## src/rtl/core/assert_macros.svh

```systemverilog
// Assertion macros shared by the console writer RTL.
// Simulation gets concurrent assertions; synthesis sees empty bodies.
`ifndef ASSERT_MACROS_SVH
`define ASSERT_MACROS_SVH

`ifndef SYNTHESIS

// The property holds at every clock edge outside reset.
`define TCW_ASSERT(label, clk, rst, prop) \
  label: assert property (@(posedge clk) disable iff (rst) (prop)) \
    else $error("console writer assertion failed");

// Whenever a holds, b holds at the next clock edge.
`define TCW_ASSERT_NEXT(label, clk, rst, a, b) \
  label: assert property (@(posedge clk) disable iff (rst) (a) |=> (b)) \
    else $error("console writer assertion failed");

`else

`define TCW_ASSERT(label, clk, rst, prop)
`define TCW_ASSERT_NEXT(label, clk, rst, a, b)

`endif

`endif

```

## src/rtl/core/tcw_pkg.sv

```systemverilog
// Shared types and constants of the text console writer.
// No dependencies; tcw_ctrl, tcw_outbuf and text_console_writer_core import this package.
package tcw_pkg;

  localparam int COLUMNS_DEF = 80;
  localparam int ROWS_DEF    = 25;

  localparam int MODE_W     = 2;
  localparam int CHAR_W     = 8;
  localparam int ROW_W      = 5;
  localparam int COL_W      = 7;
  localparam int CELL_W     = 16;
  localparam int COLOR_W    = 4;
  localparam int CFG_DATA_W = 4;
  localparam int CFG_IDX_W  = 1;

  localparam logic [MODE_W-1:0] MODE_PUT   = 2'd0;
  localparam logic [MODE_W-1:0] MODE_CLEAR = 2'd1;
  localparam logic [MODE_W-1:0] MODE_READ  = 2'd2;

  localparam logic [CFG_IDX_W-1:0] CFG_FG = 1'd0;
  localparam logic [CFG_IDX_W-1:0] CFG_BG = 1'd1;

  localparam logic [CHAR_W-1:0]  NEWLINE_CHAR = 8'h0A;
  localparam logic [CHAR_W-1:0]  BLANK_CHAR   = 8'h20;
  localparam logic [COLOR_W-1:0] RESET_FG     = 4'h7;
  localparam logic [COLOR_W-1:0] RESET_BG     = 4'h0;
  localparam logic [CELL_W-1:0]  RESET_CELL   = {RESET_BG, RESET_FG, BLANK_CHAR};

  typedef struct packed {
    logic [MODE_W-1:0] mode;
    logic [CHAR_W-1:0] char_code;
    logic [ROW_W-1:0]  read_row;
    logic [COL_W-1:0]  read_col;
  } cmd_word_t;

  typedef struct packed {
    logic [CELL_W-1:0] cell_value;
    logic [ROW_W-1:0]  cursor_row_now;
    logic [COL_W-1:0]  cursor_col_now;
    logic              scrolled;
  } rsp_word_t;

  typedef enum logic [2:0] {
    S_INIT,
    S_IDLE,
    S_EXEC,
    S_SCROLL,
    S_FILL
  } state_t;

endpackage

```

## src/rtl/core/tcw_outbuf.sv

```systemverilog
// Response register with a one-word skid stage behind it.
// Depends on tcw_pkg and assert_macros.svh.
`include "assert_macros.svh"

module tcw_outbuf (
  input  logic               clk,
  input  logic               rst,
  input  logic               res_valid,
  input  tcw_pkg::rsp_word_t res,
  output logic               full,
  output logic               rsp_valid,
  input  logic               rsp_stall,
  output tcw_pkg::rsp_word_t rsp
);
  import tcw_pkg::*;

  logic      skid_valid;
  rsp_word_t skid;
  logic      take;

  assign take = rsp_valid && !rsp_stall;
  assign full = skid_valid;

  always_ff @(posedge clk) begin
    if (rst) begin
      rsp_valid  <= 1'b0;
      skid_valid <= 1'b0;
    end else if (res_valid) begin
      if (!rsp_valid || take) begin
        rsp_valid <= 1'b1;
      end else begin
        skid_valid <= 1'b1;
      end
    end else if (take) begin
      rsp_valid  <= skid_valid;
      skid_valid <= 1'b0;
    end
  end

  always_ff @(posedge clk) begin
    if (res_valid) begin
      if (!rsp_valid || take) begin
        rsp <= res;
      end else begin
        skid <= res;
      end
    end else if (take && skid_valid) begin
      rsp <= skid;
    end
  end

  `TCW_ASSERT(a_res_skid_free, clk, rst, !(res_valid && skid_valid))
  `TCW_ASSERT(a_skid_behind_out, clk, rst, !skid_valid || rsp_valid)
  `TCW_ASSERT_NEXT(a_stall_to_skid, clk, rst, res_valid && rsp_valid && rsp_stall, skid_valid)

endmodule

```

## config.mk

```make
export PLATFORM = sky130hd
export DESIGN_NAME = tcw_outbuf
export DESIGN_NICKNAME = d
export VERILOG_FILES = /design/src/rtl/core/tcw_pkg.sv /design/src/rtl/core/tcw_outbuf.sv
export VERILOG_INCLUDE_DIRS = /design/src /design/src/rtl/core
export SDC_FILE = /design/constraint.sdc
export NUM_CORES = 1
export LEC_CHECK = 0
export BUFFER_PORTS_ARGS = -buffer_cell sky130_fd_sc_hd__clkbuf_2
export CAP_MARGIN = 40
export CORE_UTILIZATION = 51
export DETAILED_ROUTE_END_ITERATION = 7
export HOLD_SLACK_MARGIN = 0.12
export PLACE_DENSITY = 0.78
export SLEW_MARGIN = 20
export SYNTH_ARGS = -nofsm -noshare
export SYNTH_HDL_FRONTEND = slang
export SYNTH_SLANG_ARGS = --single-unit
```

## constraint.sdc

```tcl
create_clock -name clk -period 4.35 [get_ports clk]
set_input_delay 1.305 -clock clk [delete_from_list [all_inputs] [get_ports clk]]
set_output_delay 1.305 -clock clk [all_outputs]
set_load 0.01 [all_outputs]
```

==> flow_summary.json, run 1 <==
{
  "slew_headroom_pct": 62.0,
  "crit_fanout": 19,
  "start_util_pct": 53.2,
  "synth_area_um2": 2330,
  "path_clk_slew_ns": 0.06,
  "ys_ff_latch": 60,
  "wire_per_inst_um": 15.3,
  "grt-ovfl-total": 0,
  "final_hold_viol_count": 0,
  "vias": 1155,
  "drive_gt1_share_pct": 58.8,
  "synth_largest_area_cell": "edfxtp_1",
  "skew_ns": 0.00772,
  "setup.worst_path.start_class": "input pin",
  "cts_hold_buf": 0,
  "rows": 24,
  "avgSynthCellArea_um2": 22.4,
  "cts_resized": 0,
  "rsz0062_at_grt": "no",
  "worstRegToRegCells": 2,
  "clock_latency_ns": 0.32,
  "fin_crit_ns": 2.68,
  "route.detailed.drc": 0,
  "htree_levels": 3,
  "synthCells": 104,
  "leakagePower_nw": 1.18,
  "tightest_slew_ns": 0.570,
  "hold-worst-slack_ns": 0.529,
  "tns_ns": 0,
  "syn_to_final_growth_pct": 22.5,
  "die-area_um2": 4850,
  "multi_input_area_um2": 492,
  "yosysSeqAreaShare_pct": 76.4,
  "maxCapViolCount": 0,
  "ys_types": 13,
  "crit_required_ns": 4.36,
  "first_global_vias": 1154,
  "grt_max_degree": 30,
  "cts_tree": "done",
  "seq_area_um2": 1780,
  "dpl.hpwl_um": 2440,
  "yosys_warnings": 0,
  "antenna_left": 0,
  "synth.area.top_cells": "edfxtp_1 (75%), mux2_4 (17%), buf_12 (1.7%)",
  "die_w_um": 69.6,
  "cts_buffer_depth": 2,
  "cts-root-buf": "clkbuf_8",
  "n_fill_cell": 310,
  "post_cts_buffers": 0,
  "grtUsageTotal_pct": 16.2,
  "viasPerCell": 4.94,
  "yosysTopAreaCellShare_pct": 74.7,
  "ir_drop_uv": 237,
  "coreArea_um2": 4380,
  "diodes": 0,
  "die_h_um": 69.6,
  "cts.sinks": 60,
  "hold_class": "reg2reg",
  "min_period_over_period_pct": 61.5,
  "grt_pass1_wl_um": 5720,
  "power.density_nw_per_um2": 413,
  "gp_congestion": 0.707,
  "critPathArrivalTime_ns": 2.68,
  "setup_viol": 0,
  "io_pins": 64,
  "drt-total-wl_um": 3590,
  "port_buffers": 63,
  "report.final.slew_viol_count": 0,
  "fmax_mhz": 374,
  "synth.net_count": 137,
  "status": "finished, final reports clean",
  "antenna_found_initial": 0,
  "path_class": "in2reg",
  "drtPass1Iterations": 4,
  "drtIter0Drc": 56,
  "numCtsBuffers": 9,
  "setup.worst_path.end_class": "register",
  "hold_depth": 2,
  "nets": 210
}
-- state kept, by name, indices dropped and copies added, names as in the netlist --
signal,flops
rsp,29
skid,29
full,1
rsp_valid,1
-- power breakdown --
group | leakage [nW] | switching [W] | internal [W]
combinational | 0.541 | 0.0000519 | 0.0000560
sequential | 0.562 | 0.00000908 | 0.000667
clock | 0.0788 | 0.000192 | 0.000203
total | 1.18 | 0.000253 | 0.000927
-- through the flow --
stage	setup WS (ns)	std cells	util, %	cell area, µm²	power (W)
final	1.67	234	65.2	2860	0.00118
after global routing	1.57	234	65.2	2860	0.00122
after CTS	1.63	233	64.5	2830	0.00119
after detailed placement	1.28	217	61.0	2680	0.000793
after global placement	1.37	217	61.0	2680	0.000790
after floorplan	0.848	104	-	2330	0.000751
-- Yosys cell counts --
library cell  count
mux2_4           27
and3_1            1
nor2b_1           1
mux2_2            2
buf_12            2
buf_6             2
inv_1             2
o32ai_1           1
dfxtp_1           2
o21ai_0           1
a21oi_1           4
edfxtp_1         58
nand2b_1          1
-- layer usage --
metal | part of all wire [%] | wire, µm | GRT usage (%) | vias to the layer above
li1 | - | - | - | 554
met1 | 45 | 1620 | 20.3 | 554
met2 | 47 | 1680 | 23.9 | 43
met3 | 7.4 | 264 | 6.83 | 4
met4 | 0.78 | 28 | 8.67 | 0
met5 | 0 | 0 | 0 | -
-- critical path: stages --
cell and delay (ns):
clkbuf_2 0.45, and3_1 0.56, buf_4 0.36
-- area by class of cell --
class | instances | share of cell area, %
clock buffer | 13 | 4.86
multi-input combinational | 38 | 17.2
sequential | 60 | 62.4
inverter | 2 | 0.263
tap | 52 | 2.28
timing repair buffer | 66 | 12.5
clock inverter | 3 | 0.482
-- cell families after synthesis --
kind of cell,Yosys count,share of synthesized area (%)
flops,60,76.4
mux,29,18.3
compound gates,6,1.45
buf+inv,6,3.00
simple gates,3,0.805
-- cells in the final DEF, fill, tap and decap left out --
cell type	count
o32ai_1	1
buf_4	2
and3_1	1
nand2b_1	1
a21oi_4	1
inv_1	2
a21oi_1	3
clkbuf_1	4
clkbuf_2	63
edfxtp_1	58
clkinv_2	2
o21ai_0	1
nor2b_1	1
dfxtp_1	2
mux2_2	2
mux2_4	27
clkinv_1	1
buf_16	1
clkbuf_8	9
-- worst paths after layout --
path                                 from        to  slack (ns)
worst min-delay path                 full      full        0.53
worst min register to register       full      full        0.53
worst max-delay path            res_valid  skid[14]        1.67
worst max register to register  rsp_valid  skid[14]        2.69
No activity file was read; power rests on OpenSTA's default activity.
==> run 2: changes to the inputs <==
--- a/config.mk
+++ b/config.mk
@@ -8,10 +8,10 @@
 export LEC_CHECK = 0
 export BUFFER_PORTS_ARGS = -buffer_cell sky130_fd_sc_hd__clkbuf_2
 export CAP_MARGIN = 40
-export CORE_UTILIZATION = 51
+export CORE_UTILIZATION = 46
 export DETAILED_ROUTE_END_ITERATION = 7
 export HOLD_SLACK_MARGIN = 0.12
-export PLACE_DENSITY = 0.78
+export PLACE_DENSITY = 0.74
 export SLEW_MARGIN = 20
 export SYNTH_ARGS = -nofsm -noshare
 export SYNTH_HDL_FRONTEND = slang
==> constraint.sdc (replaced) <==
create_clock -name clk -period 2.3 [get_ports clk]
set_input_delay 0.69 -clock clk [delete_from_list [all_inputs] [get_ports clk]]
set_output_delay 0.69 -clock clk [all_outputs]
set_load 0.01 [all_outputs]
==> flow_summary.json, run 2 (same netlist as run 1, synthesis figures left out) <==
{
  "place_ws_ns": 0.595,
  "cts_buffer_depth": 2,
  "rows": 25,
  "fin_crit_ns": 1.65,
  "io_pins": 64,
  "ir_drop_uv": 747,
  "leakagePower_nw": 1.21,
  "critPathArrivalTime_ns": 0.96,
  "report.final.slew_viol_count": 0,
  "cts_tree": "done",
  "clock_latency_ns": 0.32,
  "wire_per_inst_um": 14.8,
  "crit_fanout": 7,
  "die_h_um": 73.2,
  "vias": 1188,
  "power.density_nw_per_um2": 800,
  "cts_hold_buf": 0,
  "setup.worst_path.end_class": "primary output",
  "syn_to_final_growth_pct": 25.2,
  "dpl.hpwl_um": 2780,
  "cts-root-buf": "clkbuf_8",
  "tightest_slew_ns": 0.253,
  "crit_required_ns": 1.61,
  "slew_headroom_pct": 83.1,
  "final_util_pct": 61.0,
  "min_period_over_period_pct": 71.9,
  "status": "finished, final reports clean",
  "drtPass1Iterations": 4,
  "drt-total-wl_um": 3770,
  "skew_ns": 0.00515,
  "n_fill_cell": 389,
  "die-area_um2": 5360,
  "diodes": 0,
  "setup_viol": 0,
  "fmax_mhz": 605,
  "grt_max_degree": 13,
  "cts_resized": 0,
  "final_cell_mix": "clkbuf_2 (63), edfxtp_1 (58), mux2_4 (27), clkbuf_8 (9), buf_4 (9)",
  "hold_class": "reg2reg",
  "cpMaxStageDelayCell": "dfxtp_1",
  "drtIter0Drc": 53,
  "start_util_pct": 48.7,
  "drive_gt1_share_pct": 59.9,
  "route.detailed.drc": 0,
  "setup.worst_path.start_class": "register",
  "final_hold_viol_count": 0,
  "maxCapViolCount": 0,
  "antenna_found_initial": 0,
  "crit_family": "flip-flops",
  "crit_buf_inv": 1,
  "gp_congestion": 0.729,
  "cpPeakStageDelay_ns": 0.46,
  "first_global_vias": 1201,
  "nets": 216,
  "coreArea_um2": 4790,
  "grt-ovfl-total": 0,
  "rsz0062_at_grt": "no",
  "cts.sinks": 60,
  "layout_commonest_cell": "clkbuf_2",
  "htree_levels": 3,
  "grt_pass1_wl_um": 5770,
  "numCtsBuffers": 9,
  "antenna_left": 0,
  "grtUsageTotal_pct": 15.6,
  "viasPerCell": 4.68,
  "port_buffers": 63,
  "fin_ws_ns": 0.646,
  "crit_chain": "clkbuf_2",
  "top_regs": "rsp: 29 flops, skid: 29 flops",
  "path_class": "reg2out",
  "tns_ns": 0,
  "path_clk_slew_ns": 0.06,
  "die_w_um": 73.2,
  "post_cts_buffers": 0
}
run 2: changes by cell type in the layout (fill, tap and decap cells not counted):
| cell | previous run | this run |
|---|---|---|
| clkinv_1 | 1 | 3 |
| bufinv_16 | 0 | 1 |
| clkbuf_1 | 4 | 2 |
| buf_16 | 1 | 0 |
| buf_4 | 2 | 9 |
| clkinv_2 | 2 | 0 |
run 2: path summary, 6_finish.rpt:
check	slack, ns	startpoint	cells after the start	end
max	0.65	rsp_valid	1	rsp_valid
min	0.53	full	2	full
max reg2reg	1.01	rsp_valid	3	rsp[14]
min reg2reg	0.53	full	2	full
run 2: metrics by stage:
step / area (µm²) / hold slack [ns] / total power, W / std cells
2_1_floorplan: 2340 / 0.525 / 0.00142 / 104
6_report: 2920 / 0.531 / 0.00234 / 254
4_1_cts: 2920 / 0.532 / 0.00236 / 254
3_5_place_dp: 2750 / 0.517 / 0.00151 / 239
5_1_grt: 2920 / 0.540 / 0.00242 / 254
3_3_place_gp: 2750 / 0.498 / 0.00150 / 239
run 2: report_power, final:
group,switching [W],total [W],internal [W]
combinational,0.0000997,0.000207,0.000107
clock,0.000367,0.000852,0.000484
sequential,0.0000171,0.00128,0.00126
total,0.000484,0.00234,0.00185
run 2: area by class of cell:
| type | count | area (µm²) | share of cell area (%) |
|---|---|---|---|
| Multi-Input combinational cell | 38 | 492 | 16.8 |
| Inverter | 2 | 7.51 | 0.257 |
| Timing Repair Buffer | 72 | 383 | 13.1 |
| Tap cell | 67 | 83.8 | 2.87 |
| Sequential cell | 60 | 1780 | 61.0 |
| Clock inverter | 4 | 41.3 | 1.41 |
| Clock buffer | 11 | 131 | 4.50 |
run 2: per-layer routing:
layer | up-vias | track usage (%) | wire length (µm)
met2 | 40 | 25.8 | 1890
met5 | - | 0 | 0
met1 | 574 | 17.8 | 1570
met4 | 0 | 9.15 | 75
li1 | 564 | - | -
met3 | 10 | 5.11 | 232
run 2: tightest hold or removal path, delay by kind of cell (launching register included):
family                 cells  cell delay [ns]
AO/OA/AOI/OAI              1             0.08
buffers and inverters      1             0.06
flip-flops                 1             0.34
==> run 3: changes to the inputs <==
--- a/config.mk
+++ b/config.mk
@@ -6,12 +6,13 @@
 export SDC_FILE = /design/constraint.sdc
 export NUM_CORES = 1
 export LEC_CHECK = 0
+export ABC_AREA = 1
 export BUFFER_PORTS_ARGS = -buffer_cell sky130_fd_sc_hd__clkbuf_2
 export CAP_MARGIN = 40
 export CORE_UTILIZATION = 46
 export DETAILED_ROUTE_END_ITERATION = 7
 export HOLD_SLACK_MARGIN = 0.12
-export PLACE_DENSITY = 0.74
+export PLACE_DENSITY = 0.75
 export SLEW_MARGIN = 20
 export SYNTH_ARGS = -nofsm -noshare
 export SYNTH_HDL_FRONTEND = slang
==> constraint.sdc (replaced) <==
create_clock -name clk -period 1.4 [get_ports clk]
set_input_delay 0.42 -clock clk [delete_from_list [all_inputs] [get_ports clk]]
set_output_delay 0.42 -clock clk [all_outputs]
set_load 0.01 [all_outputs]
==> flow_summary.json, run 3 <==
{
  "stdcell_count": 304,
  "crit_chain": "clkbuf_2",
  "p_switching_w": 0.000805,
  "grt_max_degree": 20,
  "skew_ns": 0.00716,
  "final_cell_mix": "nand2_1 (90), clkbuf_2 (63), edfxtp_1 (58), clkbuf_8 (9), buf_4 (7)",
  "synth_most_common_cell": "nand2_1",
  "avgSynthCellArea_um2": 13.1,
  "dpl.hpwl_um": 2710,
  "path_clk_slew_ns": 0.06,
  "crit_fanout": 4,
  "leakagePower_nw": 1.28,
  "cts-root-buf": "clkbuf_8",
  "top_regs": "rsp: 29 flops, skid: 29 flops",
  "synth_area_um2": 2210,
  "die_w_um": 71.3,
  "p_seq_share_pct": 57.6,
  "drive_gt1_share_pct": 37.7,
  "ys_types": 10,
  "port_buffers": 63,
  "power.density_nw_per_um2": 1270,
  "synthCells": 169,
  "cts_buffer_depth": 2,
  "setup.worst_path.start_class": "register",
  "cpPeakStageDelay_ns": 0.40,
  "final_util_pct": 64.3,
  "yosysSeqAreaShare_pct": 80.7,
  "min_period_over_period_pct": 91.6,
  "comb_power_share_pct": 8.8,
  "cts_hold_buf": 0,
  "drtIter0Drc": 116,
  "setup.worst_path.end_class": "primary output",
  "final_hold_viol_count": 0,
  "path_class": "reg2out",
  "violations": "design-rule violations",
  "hold_class": "in2reg",
  "hold_depth": 2,
  "cts.sinks": 60,
  "synth.net_count": 202,
  "ys.flop_type": "edfxtp_1",
  "die_h_um": 71.3,
  "critical_path_depth": 1,
  "route.detailed.drc": 5,
  "htree_levels": 3,
  "numCtsBuffers": 9,
  "cpMaxStageDelayCell": "dfxtp_4",
  "wire_per_inst_um": 12.9,
  "diodes": 0,
  "ir_drop_uv": 798,
  "grtUsageTotal_pct": 17.4,
  "drtPass1Iterations": 6,
  "rows": 24,
  "synth_largest_area_cell": "edfxtp_1",
  "p_int_w": 0.00284,
  "io_pins": 64,
  "antenna_found_initial": 0,
  "cts_tree": "done",
  "async_flop_share_pct": 0,
  "grt-ovfl-total": 0,
  "synth.area.top_cells": "edfxtp_1 (79%), nand2_1 (16%), dfxtp_1 (1.8%)",
  "post_cts_buffers": 0,
  "fin_crit_ns": 1.28,
  "viasPerCell": 4.66,
  "crit_buf_inv": 1,
  "yosys_warnings": 0,
  "hold-worst-slack_ns": 0.270,
  "worstRegToRegCells": 4,
  "setup_viol": 0,
  "slew_headroom_pct": 85.3,
  "synth_edf_count": 58,
  "critPathArrivalTime_ns": 0.86,
  "syn_to_final_growth_pct": 30.3,
  "switching_share_pct": 22.1,
  "yosys-top-cells-count": "nand2_1 (92), edfxtp_1 (58), buf_2 (6), inv_1 (6), dfxtp_1 (2)",
  "fmax_mhz": 780,
  "first_global_vias": 1384,
  "maxCapViolCount": 0,
  "coreArea_um2": 4470,
  "tns_ns": 0,
  "placed_cells": 288,
  "rsz0062_at_grt": "no",
  "start_util_pct": 49.4,
  "clock_latency_ns": 0.32,
  "cts_resized": 0,
  "nets": 280,
  "ys_ff_latch": 60,
  "die-area_um2": 5080,
  "antenna_left": 0,
  "vias": 1418,
  "crit_required_ns": 0.98,
  "gp_congestion": 0.718,
  "yosysTopAreaCellShare_pct": 78.9,
  "tightest_slew_ns": 0.220,
  "drt-total-wl_um": 3920,
  "layout_commonest_cell": "nand2_1",
  "status": "finished with violations",
  "clkPwrFrac_pct": 33.6,
  "report.final.slew_viol_count": 0,
  "crit_family": "flip-flops",
  "grt_pass1_wl_um": 6370
}
## run 3: kinds of logic (layout without fill, tap and decap cells)
group	Yosys count	count (layout)	share of synthesized area [%]
compound gates	2	2	0.623
buf+inv	13	96	2.55
flops	60	60	80.7
simple gates	94	94	16.1
## run 3: final timing paths
check | start | slack, ns | endpoint
setup / recovery | rsp_valid | 0.12 | rsp_valid
hold / removal | rst | 0.27 | full
setup reg to reg | rsp_valid | 0.14 | rsp[24]
hold reg to reg | full | 0.50 | full
## run 3: routing by layer
layer	track usage [%]	vias up	wire length (µm)
met4	9.33	0	36
met3	7.17	4	362
met1	22.0	629	1740
met5	0	-	0
li1	-	716	-
met2	25.6	69	1780
## run 3: cell type report
cell class              instances  area, µm²
clock buffers                  13        139
clock inverters                 3       13.8
fillers                       343       1600
inverters                       7       36.3
multi-input cells              96        408
flip-flops and latches         60       1790
well taps                      52       65.1
repair buffers                 73        428
## run 3: through the flow
| stage | power, W | setup slack [ns] | area (µm²) |
|---|---|---|---|
| floorplan | 0.00228 | -0.00742 | 2270 |
| global placement | 0.00245 | -0.0530 | 2720 |
| detailed placement | 0.00246 | -0.0805 | 2720 |
| CTS | 0.00368 | 0.0971 | 2880 |
| global route | 0.00379 | 0.0674 | 2880 |
| finish | 0.00364 | 0.117 | 2880 |
## run 3: power groups by stage
stage	Sequential, W	Combinational [W]	Clock (W)
floorplan	0.00217	0.000116	0
global placement	0.00213	0.000315	0
detailed placement	0.00213	0.000326	0
CTS	0.00210	0.000326	0.00126
global route	0.00210	0.000358	0.00133
finish	0.00210	0.000321	0.00122
