`config.mk`:
```
export PLATFORM = sky130hd
export DESIGN_NAME = tcw_ctrl
export DESIGN_NICKNAME = d
export VERILOG_FILES = /design/src/rtl/core/tcw_pkg.sv /design/src/rtl/core/tcw_ctrl.sv
export VERILOG_INCLUDE_DIRS = /design/src /design/src/rtl/core
export SDC_FILE = /design/constraint.sdc
export NUM_CORES = 1
export LEC_CHECK = 0
export BUFFER_PORTS_ARGS = -buffer_cell sky130_fd_sc_hd__buf_2
export CAP_MARGIN = 20
export CORE_ASPECT_RATIO = 1.4
export CORE_MARGIN = 2
export CORE_UTILIZATION = 55
export CTS_CLUSTER_SIZE = 28
export DETAILED_ROUTE_END_ITERATION = 10
export GPL_TIMING_DRIVEN = 0
export PLACE_DENSITY = 0.85
export SLEW_MARGIN = 20
export SYNTH_ARGS = -nofsm -noshare
export SYNTH_HDL_FRONTEND = slang
export SYNTH_SLANG_ARGS = --single-unit
```
`constraint.sdc`:
```
create_clock -name clk -period 4.7 [get_ports clk]
set_input_delay 0.47 -clock clk [delete_from_list [all_inputs] [get_ports clk]]
set_output_delay 0.47 -clock clk [all_outputs]
set_load 0.02 [all_outputs]
```
`src/rtl/core/assert_macros.svh`:
```
// Assertion macros shared by the console writer RTL.
// Simulation gets concurrent assertions; synthesis sees empty bodies.
`ifndef ASSERT_MACROS_SVH
`define ASSERT_MACROS_SVH

`ifndef SYNTHESIS

// The property holds at every clock edge outside reset.
`define TCW_ASSERT(label, clk, rst, prop) \
  label: assert property (@(posedge clk) disable iff (rst) (prop)) \
    else $error("console writer assertion failed");

// Whenever a holds, b holds at the next clock edge.
`define TCW_ASSERT_NEXT(label, clk, rst, a, b) \
  label: assert property (@(posedge clk) disable iff (rst) (a) |=> (b)) \
    else $error("console writer assertion failed");

`else

`define TCW_ASSERT(label, clk, rst, prop)
`define TCW_ASSERT_NEXT(label, clk, rst, a, b)

`endif

`endif

```
`src/rtl/core/tcw_pkg.sv`:
```
// Shared types and constants of the text console writer.
// No dependencies; tcw_ctrl, tcw_outbuf and text_console_writer_core import this package.
package tcw_pkg;

  localparam int COLUMNS_DEF = 80;
  localparam int ROWS_DEF    = 25;

  localparam int MODE_W     = 2;
  localparam int CHAR_W     = 8;
  localparam int ROW_W      = 5;
  localparam int COL_W      = 7;
  localparam int CELL_W     = 16;
  localparam int COLOR_W    = 4;
  localparam int CFG_DATA_W = 4;
  localparam int CFG_IDX_W  = 1;

  localparam logic [MODE_W-1:0] MODE_PUT   = 2'd0;
  localparam logic [MODE_W-1:0] MODE_CLEAR = 2'd1;
  localparam logic [MODE_W-1:0] MODE_READ  = 2'd2;

  localparam logic [CFG_IDX_W-1:0] CFG_FG = 1'd0;
  localparam logic [CFG_IDX_W-1:0] CFG_BG = 1'd1;

  localparam logic [CHAR_W-1:0]  NEWLINE_CHAR = 8'h0A;
  localparam logic [CHAR_W-1:0]  BLANK_CHAR   = 8'h20;
  localparam logic [COLOR_W-1:0] RESET_FG     = 4'h7;
  localparam logic [COLOR_W-1:0] RESET_BG     = 4'h0;
  localparam logic [CELL_W-1:0]  RESET_CELL   = {RESET_BG, RESET_FG, BLANK_CHAR};

  typedef struct packed {
    logic [MODE_W-1:0] mode;
    logic [CHAR_W-1:0] char_code;
    logic [ROW_W-1:0]  read_row;
    logic [COL_W-1:0]  read_col;
  } cmd_word_t;

  typedef struct packed {
    logic [CELL_W-1:0] cell_value;
    logic [ROW_W-1:0]  cursor_row_now;
    logic [COL_W-1:0]  cursor_col_now;
    logic              scrolled;
  } rsp_word_t;

  typedef enum logic [2:0] {
    S_INIT,
    S_IDLE,
    S_EXEC,
    S_SCROLL,
    S_FILL
  } state_t;

endpackage

```
`src/rtl/core/tcw_ctrl.sv`:
```
// Command sequencer: cursor, colors and all accesses to the screen RAM.
// Depends on tcw_pkg and assert_macros.svh.
`include "assert_macros.svh"

module tcw_ctrl #(
  parameter int COLUMNS = tcw_pkg::COLUMNS_DEF,
  parameter int ROWS    = tcw_pkg::ROWS_DEF,
  localparam int CELLS  = ROWS * COLUMNS,
  localparam int AW     = $clog2(CELLS)
) (
  input  logic                             clk,
  input  logic                             rst,
  input  logic                             cmd_valid,
  output logic                             cmd_stall,
  input  tcw_pkg::cmd_word_t               cmd,
  input  logic                             cfg_we,
  input  logic [tcw_pkg::CFG_IDX_W-1:0]    cfg_index,
  input  logic [tcw_pkg::CFG_DATA_W-1:0]   cfg_data,
  input  logic                             buf_full,
  output logic                             res_valid,
  output tcw_pkg::rsp_word_t               res,
  output logic                             ram_we,
  output logic [AW-1:0]                    ram_waddr,
  output logic [tcw_pkg::CELL_W-1:0]       ram_wdata,
  output logic [AW-1:0]                    ram_raddr,
  input  logic [tcw_pkg::CELL_W-1:0]       ram_rdata
);
  import tcw_pkg::*;

  localparam int RW = $clog2(ROWS);
  localparam int CW = $clog2(COLUMNS);
  localparam logic [RW-1:0] LAST_ROW  = RW'(ROWS - 1);
  localparam logic [CW-1:0] LAST_COL  = CW'(COLUMNS - 1);
  localparam logic [AW-1:0] LAST_CELL = AW'(CELLS - 1);
  localparam logic [AW-1:0] COPY_END  = AW'(CELLS - COLUMNS);

  state_t state, state_next;
  logic [RW-1:0] cur_row, cur_row_next;
  logic [CW-1:0] cur_col, cur_col_next;
  logic [AW-1:0] scan, scan_next;
  logic [COLOR_W-1:0] fg, bg;
  cmd_word_t cmd_q;
  logic in_range_q;

  logic accept;
  logic [AW-1:0] read_idx;
  logic [AW-1:0] cursor_idx;
  logic is_char;
  logic wrap;
  logic scan_last;
  logic [CELL_W-1:0] blank_cell;

  assign cmd_stall  = (state != S_IDLE) || buf_full;
  assign accept     = cmd_valid && !cmd_stall;
  assign read_idx   = AW'(int'(cmd.read_row) * COLUMNS + int'(cmd.read_col));
  assign cursor_idx = AW'(int'(cur_row) * COLUMNS + int'(cur_col));
  assign is_char    = (cmd_q.mode == MODE_PUT) && (cmd_q.char_code != NEWLINE_CHAR);
  // A newline, or a character landing in the last column, ends the line.
  assign wrap       = (cmd_q.mode == MODE_PUT) &&
                      ((cmd_q.char_code == NEWLINE_CHAR) || (cur_col == LAST_COL));
  assign scan_last  = (scan == LAST_CELL);
  assign blank_cell = {bg, fg, BLANK_CHAR};

  always_comb begin
    state_next = state;
    unique case (state)
      S_INIT: begin
        if (scan_last) state_next = S_IDLE;
      end
      S_IDLE: begin
        if (accept) state_next = S_EXEC;
      end
      S_EXEC: begin
        if (wrap && (cur_row == LAST_ROW)) begin
          state_next = S_SCROLL;
        end else if (cmd_q.mode == MODE_CLEAR) begin
          state_next = S_FILL;
        end else begin
          state_next = S_IDLE;
        end
      end
      S_SCROLL, S_FILL: begin
        if (scan_last) state_next = S_IDLE;
      end
      default: state_next = S_IDLE;
    endcase
  end

  always_comb begin
    ram_we       = 1'b0;
    ram_waddr    = scan;
    ram_wdata    = blank_cell;
    ram_raddr    = read_idx;
    cur_row_next = cur_row;
    cur_col_next = cur_col;
    scan_next    = scan;
    res_valid    = 1'b0;
    res.cell_value = '0;
    res.scrolled   = 1'b0;
    unique case (state)
      S_INIT: begin
        ram_we    = 1'b1;
        ram_wdata = RESET_CELL;
        scan_next = scan + 1'b1;
      end
      S_IDLE: begin
        ram_raddr = read_idx;
      end
      S_EXEC: begin
        unique case (cmd_q.mode)
          MODE_PUT: begin
            if (is_char) begin
              ram_we    = 1'b1;
              ram_waddr = cursor_idx;
              ram_wdata = {bg, fg, cmd_q.char_code};
            end
            if (wrap) begin
              cur_col_next = '0;
              if (cur_row == LAST_ROW) begin
                // Prime the copy: the first source is the start of row one.
                ram_raddr = AW'(COLUMNS);
                scan_next = '0;
              end else begin
                cur_row_next = cur_row + 1'b1;
                res_valid    = 1'b1;
              end
            end else begin
              cur_col_next = cur_col + 1'b1;
              res_valid    = 1'b1;
            end
          end
          MODE_CLEAR: begin
            cur_row_next = '0;
            cur_col_next = '0;
            scan_next    = '0;
          end
          MODE_READ: begin
            res_valid      = 1'b1;
            res.cell_value = in_range_q ? ram_rdata : '0;
          end
          default: begin
            res_valid = 1'b1;
          end
        endcase
      end
      S_SCROLL: begin
        // The source one row below was read in the previous cycle.
        ram_we    = 1'b1;
        ram_wdata = (scan < COPY_END) ? ram_rdata : blank_cell;
        ram_raddr = scan + AW'(COLUMNS + 1);
        scan_next = scan + 1'b1;
        if (scan_last) begin
          res_valid    = 1'b1;
          res.scrolled = 1'b1;
        end
      end
      S_FILL: begin
        ram_we    = 1'b1;
        scan_next = scan + 1'b1;
        if (scan_last) res_valid = 1'b1;
      end
      default: begin
        ram_we = 1'b0;
      end
    endcase
    res.cursor_row_now = ROW_W'(cur_row_next);
    res.cursor_col_now = COL_W'(cur_col_next);
  end

  always_ff @(posedge clk) begin
    if (rst) begin
      state   <= S_INIT;
      scan    <= '0;
      cur_row <= '0;
      cur_col <= '0;
      fg      <= RESET_FG;
      bg      <= RESET_BG;
    end else begin
      state   <= state_next;
      scan    <= scan_next;
      cur_row <= cur_row_next;
      cur_col <= cur_col_next;
      if (cfg_we) begin
        unique case (cfg_index)
          CFG_FG: fg <= cfg_data;
          CFG_BG: bg <= cfg_data;
          default: fg <= fg;
        endcase
      end
    end
  end

  always_ff @(posedge clk) begin
    if (accept) begin
      cmd_q      <= cmd;
      in_range_q <= (int'(cmd.read_row) < ROWS) && (int'(cmd.read_col) < COLUMNS);
    end
  end

  `TCW_ASSERT_NEXT(a_accept_exec, clk, rst, accept, state == S_EXEC)
  `TCW_ASSERT(a_row_in_range, clk, rst, cur_row <= LAST_ROW)
  `TCW_ASSERT(a_sweep_writes, clk, rst, (state != S_SCROLL && state != S_FILL) || ram_we)
  `TCW_ASSERT(a_no_result_idle, clk, rst, !(res_valid && (state == S_IDLE || state == S_INIT)))

endmodule

```
==> results of run 1 <==
[flip-flops by register name, indices dropped and copies added, names as in the netlist]
name	count
cur_row	5
scan	11
state	3
cmd_q	10
fg	4
bg	4
cur_col	7
in_range_q	1
[synthesized netlist by cell type, types with 4 or more instances]
cell type	instances	area share
inv_1	7	0.0073
xnor2_1	10	0.024
a31oi_1	6	0.010
fa_1	4	0.022
a21o_1	4	0.0084
a211o_1	4	0.0098
o21ai_0	22	0.031
ha_1	22	0.077
and2_1	23	0.040
nand2_1	57	0.060
o21ai_1	4	0.0056
nand2b_1	7	0.012
nor2_1	31	0.032
nor3_1	11	0.015
and3_1	6	0.010
mux2i_1	5	0.014
clkbuf_1	26	0.027
a22o_1	17	0.041
o2111ai_1	4	0.0098
dfxtp_1	34	0.19
o22ai_1	6	0.010
a21oi_1	27	0.038
edfxtp_1	11	0.092
xor2_1	13	0.032
nor2b_1	14	0.024
nand3_1	19	0.026
[area by class of cell]
class	instances	area share
buffer	30	0.02721
clock inverter	3	0.01559
inverter	7	0.005952
clock buffer	5	0.01559
sequential	45	0.2290
tap	72	0.02041
timing repair buffer	117	0.1332
multi-input combinational	366	0.5530
[worst paths after layout]
path,startpoint,to,slack (ns),cells past startpoint
worst max-delay path,cur_row[1],ram_waddr[10],1.46,9
worst min-delay path,cmd[20],cmd_q[20],0.33,1
worst max register to register,cmd_q[12],scan[6],2.39,6
worst min register to register,bg[0],bg[0],0.47,2
[report_power, final]
part / switching (W) / leakage (nW) / internal [W]
clock: 0.000149 / 0.0687 / 0.000214
sequential: 0.0000293 / 0.375 / 0.000426
combinational: 0.000437 / 1.60 / 0.000228
total: 0.000615 / 2.04 / 0.000869
[logic make-up (layout without fill, tap and decap cells)]
kind of cell             Yosys count  after routing  synth area share
buffers and inverters             37            162           0.04075
AO/OA/AOI/OAI                    125            125            0.2463
AND/OR/NAND/NOR                  187            187            0.2626
flip-flops                        45             45            0.2814
XOR/XNOR                          23             23           0.05608
adder cells (fa/ha/maj)           26             26           0.09892
multiplexers                       5              5           0.01393
[worst max-delay path: stages (launching register included)]
cell and delay [ns]:
dfxtp_1 0.49, ha_1 0.30, ha_1 0.23, fa_1 0.39, xor2_1 0.25, o2111ai_1 0.19
xnor2_1 0.17, xnor2_1 0.13, o21ai_0 0.14, buf_2 0.18
[per-stage QoR]
step	instances	setup slack [ns]	hold slack (ns)
finish	645	1.463	0.3302
global route	645	1.293	0.3201
CTS	645	1.448	0.3294
detailed placement	637	1.576	0.4534
global placement	636	1.579	0.4462
floorplan	448	1.873	0.4360
[placed cells by master (no fill, tap or decap), types with 11 or more instances in the layout]
master      n
nor2_1     31
a21oi_1    27
xor2_1     13
o21ai_0    22
clkbuf_1   26
and2_1     23
a22o_1     17
nand3_1    19
nor3_1     11
buf_2     119
dfxtp_1    34
nand2_1    57
edfxtp_1   11
nor2b_1    14
ha_1       22
[per-layer routing]
| metal | global-route usage | vias up | wire [um] | part of all wire |
|---|---|---|---|---|
| met2 | 0.5392 | 147 | 5761 | 0.55 |
| met4 | 0.1016 | 0 | 256 | 0.024 |
| met1 | 0.3293 | 1812 | 3988 | 0.38 |
| li1 | - | 1873 | - | - |
| met5 | 0 | - | 0 | 0 |
| met3 | 0.03040 | 26 | 490 | 0.047 |
==> impl_metrics.yaml, run 1 <==
run_status:
  outcome: "finished clean"
clock_network:
  cts_tree: "yes"
  cts_buffers: 5
  cts_max_path_buffers: 2
  cts-htree-levels: 2
  post_cts_buffers: 0
  cts_resized: 0
  ctsHoldBuffers: 0
  cts_root_buffer: "clkbuf_8"
  insertion_delay_ns: 0.31
  clk_pin_slew_ns: 0.10
  numClockSinks: 45
routing:
  routed_wl_um: 10500
  num_vias: 3858
  postRouteAntennaNets: 0
  firstDrtPassIters: 5
  drc_errors: 0
  drt-initial-drc-count: 227
  routedWlPerCell_um: 16.27
  viasPerCell: 5.981
power:
  leakagePower_nw: 2.043
  powerDensity_nw_per_um2: 336.1
  ir_drop_mv: 0.3688
  power_w: 0.001483
die:
  coreArea_um2: 6254
  fp.dieH_um: 99.63
  fp.dieW_um: 72.30
  ioPinCount: 118
  start_util: 0.5744
  die-area_um2: 7203
  placementRows: 34
cells_and_area:
  multi_input_area_um2: 2441
  n_fill_cell: 529
  n_antenna_cell: 0
  drive_gt1_frac: 0.2513
  area_delta_synth_final_pct: 22.88
  seq_area_um2: 1011
  finish.utilization: 0.7059
  design_area_um2: 4414
  final_nets: 646
sta:
  setup_viol: 0
  max_slew_margin: 0.4264
  finalCritPeriodShare: 0.6887
  setup_tns_ns: 0
  worst_pin_slew_ns: 0.8582
  finalMaxSlewViolations: 0
  rsz0062_at_grt: "no"
  hold_violations: 0
  final.setup_skew_ns: 0.01158
  period_needed_ns: 3.237
  max_freq_mhz: 308.9
grt:
  first_global_vias: 3802
  antenna_found_initial: 0
  grt_pass1_wl_um: 16820
  grt-ovfl-total: 0
  track_usage: 0.2879
  grt_max_degree: 16
synthesis:
  synth-edff-count: 11
  syn_nets: 522
  syn_area_um2: 3592
  ys_warn_count: 0
  async_reset_ff_frac: 0
  synthCells: 448
  ys_seq_area_frac: 0.2814
  yosys_most_used_dff: "dfxtp_1"
  synth_seq_cells: 45
  ys_types: 59
  syn_avg_cell_area_um2: 8.018
setup_path:
  cp.required_ns: 4.23
  cp_max_fo: 6
  end_kind: "output port"
  cp.arrival_ns: 2.77
  start_kind: "flop"
  worstSetupPathType: "reg -> out"
place:
  routabilityCongestion: 0.8911
  place_area_um2: 4277
  port_buffers: 116
  hpwl_um: 8320
run:
  cap_violations: 0
worst_hold_path:
  hold_path_class: "in -> reg"
Note: power is estimated with default switching activity, not from simulation.
==> inputs of run 2 (changes only) <==
--- a/config.mk
+++ b/config.mk
@@ -10,11 +10,11 @@
 export CAP_MARGIN = 20
 export CORE_ASPECT_RATIO = 1.4
 export CORE_MARGIN = 2
-export CORE_UTILIZATION = 55
+export CORE_UTILIZATION = 47
 export CTS_CLUSTER_SIZE = 28
 export DETAILED_ROUTE_END_ITERATION = 10
 export GPL_TIMING_DRIVEN = 0
-export PLACE_DENSITY = 0.85
+export PLACE_DENSITY = 0.77
 export SLEW_MARGIN = 20
 export SYNTH_ARGS = -nofsm -noshare
 export SYNTH_HDL_FRONTEND = slang
==> constraint.sdc (replaced) <==
create_clock -name clk -period 2.7 [get_ports clk]
set_input_delay 0.27 -clock clk [delete_from_list [all_inputs] [get_ports clk]]
set_output_delay 0.27 -clock clk [all_outputs]
set_load 0.02 [all_outputs]
==> run 2 against run 1 <==
  * Total power rose by 75%
  * Flip-flop and latch count did not move
  * Clock-buffer cell count rose by 1
  * Global-route usage fell by 3.6 points
==> impl_metrics.yaml, run 2 (synthesized netlist as in run 1, its figures left out) <==
run_status:
  outcome: "finished clean"
cells_and_area:
  layout_commonest_cell: "buf_2"
  seq_area_um2: 1026
  largest_reg_flops: 11
  drive_gt1_frac: 0.3105
  n_fill_cell: 635
  finish.utilization: 0.6395
  regMostFlops: "scan"
  stdcell_count: 680
  final_nets: 656
  n_antenna_cell: 0
  multi_input_area_um2: 2579
  largestRegisters: "scan x11, cmd_q x10, cur_col x7"
  area_delta_synth_final_pct: 31.03
  final_cell_mix: "buf_2 (112), nand2_1 (56), nor2_1 (30), dfxtp_1 (28), a21oi_1 (25)"
place:
  dp_slack_ns: -0.02308
  port_buffers: 116
  hpwl_um: 8335
  dp.cells: 662
  routabilityCongestion: 0.9174
setup_path:
  cp.required_ns: 2.43
  worstSetupPathType: "reg -> out"
  r2r_end: "scan[8]"
  r2r_cells: 8
  rrSetupSlack_ns: 0.51
  critPathSlowestCell: "fa_2"
  crit_path_frequent_cell: "ha_4"
  r2r-start: "cur_row[1]"
  cp.arrival_ns: 2.38
  cp_max_fo: 3
  end_kind: "output port"
  start_kind: "flop"
  crit_chain: "ha_4 > ha_4 > fa_2 > xor2_4 > o2111ai_2 > xnor2_2 > xnor2_1 > o21ai_1 > buf_4"
  cpPeakStageDelay_ns: 0.40
die:
  fp.dieW_um: 77.89
  ioPinCount: 118
  placementRows: 37
  fp.dieH_um: 107.4
  start_util: 0.4880
  coreArea_um2: 7361
  die-area_um2: 8368
routing:
  met1Wirelength_um: 4125
  postRouteAntennaNets: 0
  top_layer_used: "met4"
  firstDrtPassIters: 5
  drt-initial-drc-count: 201
  met3_length_um: 471
  routed_wl_um: 10790
  num_vias: 3836
  viasPerCell: 5.641
  wl_met2_um: 5758
  drc_errors: 0
  routedWlPerCell_um: 15.87
clock_network:
  ctsHoldBuffers: 0
  insertion_delay_ns: 0.31
  numClockSinks: 45
  cts_root_buffer: "clkbuf_8"
  cts_tree: "yes"
  cts_max_path_buffers: 2
  clk_pin_slew_ns: 0.10
  cts-htree-levels: 2
  cts_buffers: 5
grt:
  grt_pass1_wl_um: 17110
  grt-ovfl-total: 0
  track_usage: 0.2519
  first_global_vias: 3729
  antenna_found_initial: 0
  grt_max_degree: 16
sta:
  setup_viol: 0
  hold_violations: 0
  finalMaxSlewViolations: 0
  max_slew_margin: 0.4977
  finalCritPeriodShare: 0.9816
  setup_tns_ns: 0
  setup_slack_ns: 0.04965
  period_needed_ns: 2.650
  final.setup_skew_ns: 0.006461
  rsz0062_at_grt: "yes"
  worst_pin_slew_ns: 0.7514
  max_freq_mhz: 377.3
run:
  cap_violations: 0
power:
  power_w: 0.002593
  powerDensity_nw_per_um2: 550.9
  leakagePower_nw: 2.114
  ir_drop_mv: 0.3879
worst_hold_path:
  hold_start: "cmd[17]"
  hold_depth: 1
  hold_end: "cmd_q[17]"
  hold_path_class: "in -> reg"
run 2: changes by cell type in the layout (fill, tap and decap cells not counted), sizes merged:
cell and change:
bufinv -1, buf +11
run 2: cell type report:
type | instances | share of cell area
multi-input combinational | 366 | 0.5478
sequential | 45 | 0.2180
timing repair buffer | 128 | 0.1454
buffer | 29 | 0.02924
tap | 97 | 0.02578
clock buffer | 6 | 0.01994
clock inverter | 2 | 0.008240
inverter | 7 | 0.005582
run 2: worst max-delay path by stage:
stage                     from       endpoint  slack (ns)  cells after the start
floorplan           cur_row[3]  ram_waddr[10]        0.10                      8
global placement      state[0]       state[1]       -0.35                      5
detailed placement   cmd_q[21]   ram_waddr[5]       -0.02                      7
CTS                 cur_row[1]  ram_waddr[10]       -0.03                      9
global route        cur_col[0]        res[11]       -0.03                      7
finish              cur_row[1]  ram_waddr[10]        0.05                      9
run 2: power by group:
group	total [W]	internal, W	switching (W)
logic	0.00120	0.000437	0.000764
clock network	0.000595	0.000336	0.000259
registers	0.000798	0.000742	0.0000555
total	0.00259	0.00151	0.00108
run 2: what timing repair did:
action,4_1_cts,5_1_grt
buffers inserted,6,5
cloned,0,0
endpoints found under the setup margin,29,36
endpoints found under the hold margin,0,0
resized for setup,26,22
pin swaps,7,4
run 2: through the flow:
step / hold WS, ns / instance area, um^2
floorplan: 0.3689 / 3592
CTS: 0.1289 / 4594
global route: 0.1251 / 4707
global placement: 0.4474 / 4294
finish: 0.1294 / 4707
detailed placement: 0.4484 / 4308
run 2: routing by layer:
| metal | track usage | vias to the layer above |
|---|---|---|
| met5 | 0 | - |
| met4 | 0.1339 | 0 |
| met3 | 0.03775 | 32 |
| met2 | 0.4612 | 114 |
| met1 | 0.2761 | 1808 |
| li1 | - | 1882 |
run 2: critical path, delay by kind of cell (launching register included):
kind / cells / cell delay, ns
compound gates: 2 / 0.27
xor+xnor: 3 / 0.48
buf+inv: 1 / 0.15
fa+ha+maj: 3 / 0.80
flops: 1 / 0.37
==> inputs of run 3 (changes only) <==
--- a/config.mk
+++ b/config.mk
@@ -11,6 +11,7 @@
 export CORE_ASPECT_RATIO = 1.4
 export CORE_MARGIN = 2
 export CORE_UTILIZATION = 47
+export CTS_BUF_LIST = sky130_fd_sc_hd__clkbuf_16
 export CTS_CLUSTER_SIZE = 28
 export DETAILED_ROUTE_END_ITERATION = 10
 export GPL_TIMING_DRIVEN = 0
==> run 3 against run 2 <==
  * Clock skew fell by 0.0030 ns
  * Via count rose by 1.0%
  * Worst setup slack improved by 0.011 ns
  * Routed wire length rose by 0.97%
  * Design area rose by 0.27%
  * Flip-flop and latch count did not move
  * Non-clock buffer count fell by 4
==> impl_metrics.yaml, run 3 (synthesized netlist as in run 1, its figures left out) <==
cells_and_area:
  largest_reg_flops: 11
  n_antenna_cell: 0
  largestRegisters: "scan x11, cmd_q x10, cur_col x7"
  regMostFlops: "scan"
  finish.utilization: 0.6412
  area_delta_synth_final_pct: 31.38
  n_fill_cell: 629
  drive_gt1_frac: 0.3005
  final_cell_mix: "buf_2 (112), nand2_1 (56), nor2_1 (31), dfxtp_1 (29)"
  final_nets: 652
  layout_commonest_cell: "buf_2"
clock_network:
  insertion_delay_ns: 0.29
  cts_buffers: 5
  clk_pin_slew_ns: 0.07
  cts_max_path_buffers: 2
  ctsHoldBuffers: 0
  cts_root_buffer: "clkbuf_16"
  cts_tree: "yes"
  cts-htree-levels: 2
  numClockSinks: 45
sta:
  finalMaxSlewViolations: 0
  final.setup_skew_ns: 0.003503
  setup_tns_ns: 0
  hold_violations: 0
  period_needed_ns: 2.639
  max_freq_mhz: 378.9
  max_slew_margin: 0.4933
  setup_viol: 0
  rsz0062_at_grt: "yes"
  worst_pin_slew_ns: 0.7580
  finalCritPeriodShare: 0.9775
grt:
  grt_max_degree: 16
  antenna_found_initial: 0
  grt-ovfl-total: 0
  first_global_vias: 3751
  grt_pass1_wl_um: 17270
  track_usage: 0.2533
setup_path:
  end_kind: "output port"
  critPathSlowestCell: "or4b_4"
  start_kind: "flop"
  worstSetupPathType: "reg -> out"
  crit_chain: "buf_4 > or4b_4 > a211oi_4 > buf_6 > buf_4 > nor2_1 > a21oi_2 > buf_4"
  cp.required_ns: 2.43
  rrSetupSlack_ns: 0.52
  path_buf_inv: 4
  r2r_end: "scan[8]"
  cpPeakStageDelay_ns: 0.51
  cp_max_fo: 10
  r2r-start: "state[1]"
  cp.arrival_ns: 2.37
  crit_family: "buffers and inverters"
  crit_path_frequent_cell: "buf_4"
  r2r_cells: 8
place:
  port_buffers: 116
  routabilityCongestion: 0.9174
  hpwl_um: 8335
routing:
  postRouteAntennaNets: 0
  firstDrtPassIters: 5
  routed_wl_um: 10900
  num_vias: 3876
  drc_errors: 0
  drt-initial-drc-count: 244
  viasPerCell: 5.734
  routedWlPerCell_um: 16.12
worst_hold_path:
  hold_start: "cmd[17]"
  hold_path_class: "in -> reg"
  hold_depth: 1
  hold_end: "cmd_q[17]"
run_status:
  outcome: "finished clean"
die:
  placementRows: 37
  fp.dieW_um: 77.89
  coreArea_um2: 7361
  die-area_um2: 8368
  start_util: 0.4880
  fp.dieH_um: 107.4
  ioPinCount: 118
power:
  ir_drop_mv: 0.3519
  powerDensity_nw_per_um2: 584.3
  leakagePower_nw: 2.114
run:
  cap_violations: 0
-- run 3: cell types whose count changed in the layout (fill, tap and decap cells not counted), sizes merged --
cell,before,now
buf,132,128
-- run 3: per-stage QoR --
step	total power (W)	instance area, um^2	setup WS [ns]	instances	hold WS [ns]
2_1_floorplan	0.001594	3592	0.1050	448	0.3689
3_3_place_gp	0.001911	4294	-0.3468	661	0.4474
3_5_place_dp	0.001945	4308	-0.02308	662	0.4484
4_1_cts	0.002727	4639	0.005037	676	0.1528
5_1_grt	0.002893	4720	0.0002394	676	0.1486
6_report	0.002758	4720	0.06073	676	0.1523
-- run 3: area by class of cell --
type	instances	area, um^2	share of cell area
Timing Repair Buffer	124	654.4	0.1387
Buffer	29	132.6	0.02810
Clock buffer	6	150.1	0.03181
Multi-Input combinational cell	366	2574	0.5453
Clock inverter	2	38.79	0.008218
Inverter	7	26.28	0.005567
Sequential cell	45	1022	0.2166
Tap cell	97	121.4	0.02572
-- run 3: power by group --
| group | switching (W) | internal, W |
|---|---|---|
| registers | 0.0000529 | 0.000742 |
| logic | 0.000764 | 0.000419 |
| clock network | 0.000283 | 0.000497 |
-- run 3: worst reg2reg max path, cell delays in order, from the launching register on --
cell and delay (ns):
dfxtp_1 0.31, buf_4 0.15, or4b_4 0.51, a211oi_4 0.32, buf_6 0.16, and2_1 0.14
buf_6 0.14, nor2_2 0.10, a311oi_2 0.26
-- run 3: worst max-delay path by stage --
| stage | start | to | slack, ns | cells past startpoint |
|---|---|---|---|---|
| 6_report | state[1] | ram_waddr[5] | 0.06 | 8 |
| 5_1_grt | cur_col[0] | res[11] | 0.0002 | 7 |
| 4_1_cts | cmd_q[16] | ram_waddr[9] | 0.005 | 7 |
| 3_5_place_dp | cmd_q[21] | ram_waddr[5] | -0.02 | 7 |
| 3_3_place_gp | state[0] | state[1] | -0.35 | 5 |
| 2_1_floorplan | cur_row[3] | ram_waddr[10] | 0.10 | 8 |
-- run 3: per-layer routing --
layer	global-route usage	wire, um	part of all wire	vias up
met1	0.2796	4183	0.38	1838
met4	0.1276	370	0.034	0
li1	-	-	-	1880
met5	0	0	0	-
met2	0.4667	5847	0.54	128
met3	0.03523	495	0.045	30
-- run 3: repair_timing --
item | CTS | global route
cloned | 0 | 0
pin swaps | 8 | 4
gates resized for setup | 22 | 20
buffers inserted | 6 | 1
setup endpoints to repair | 27 | 32
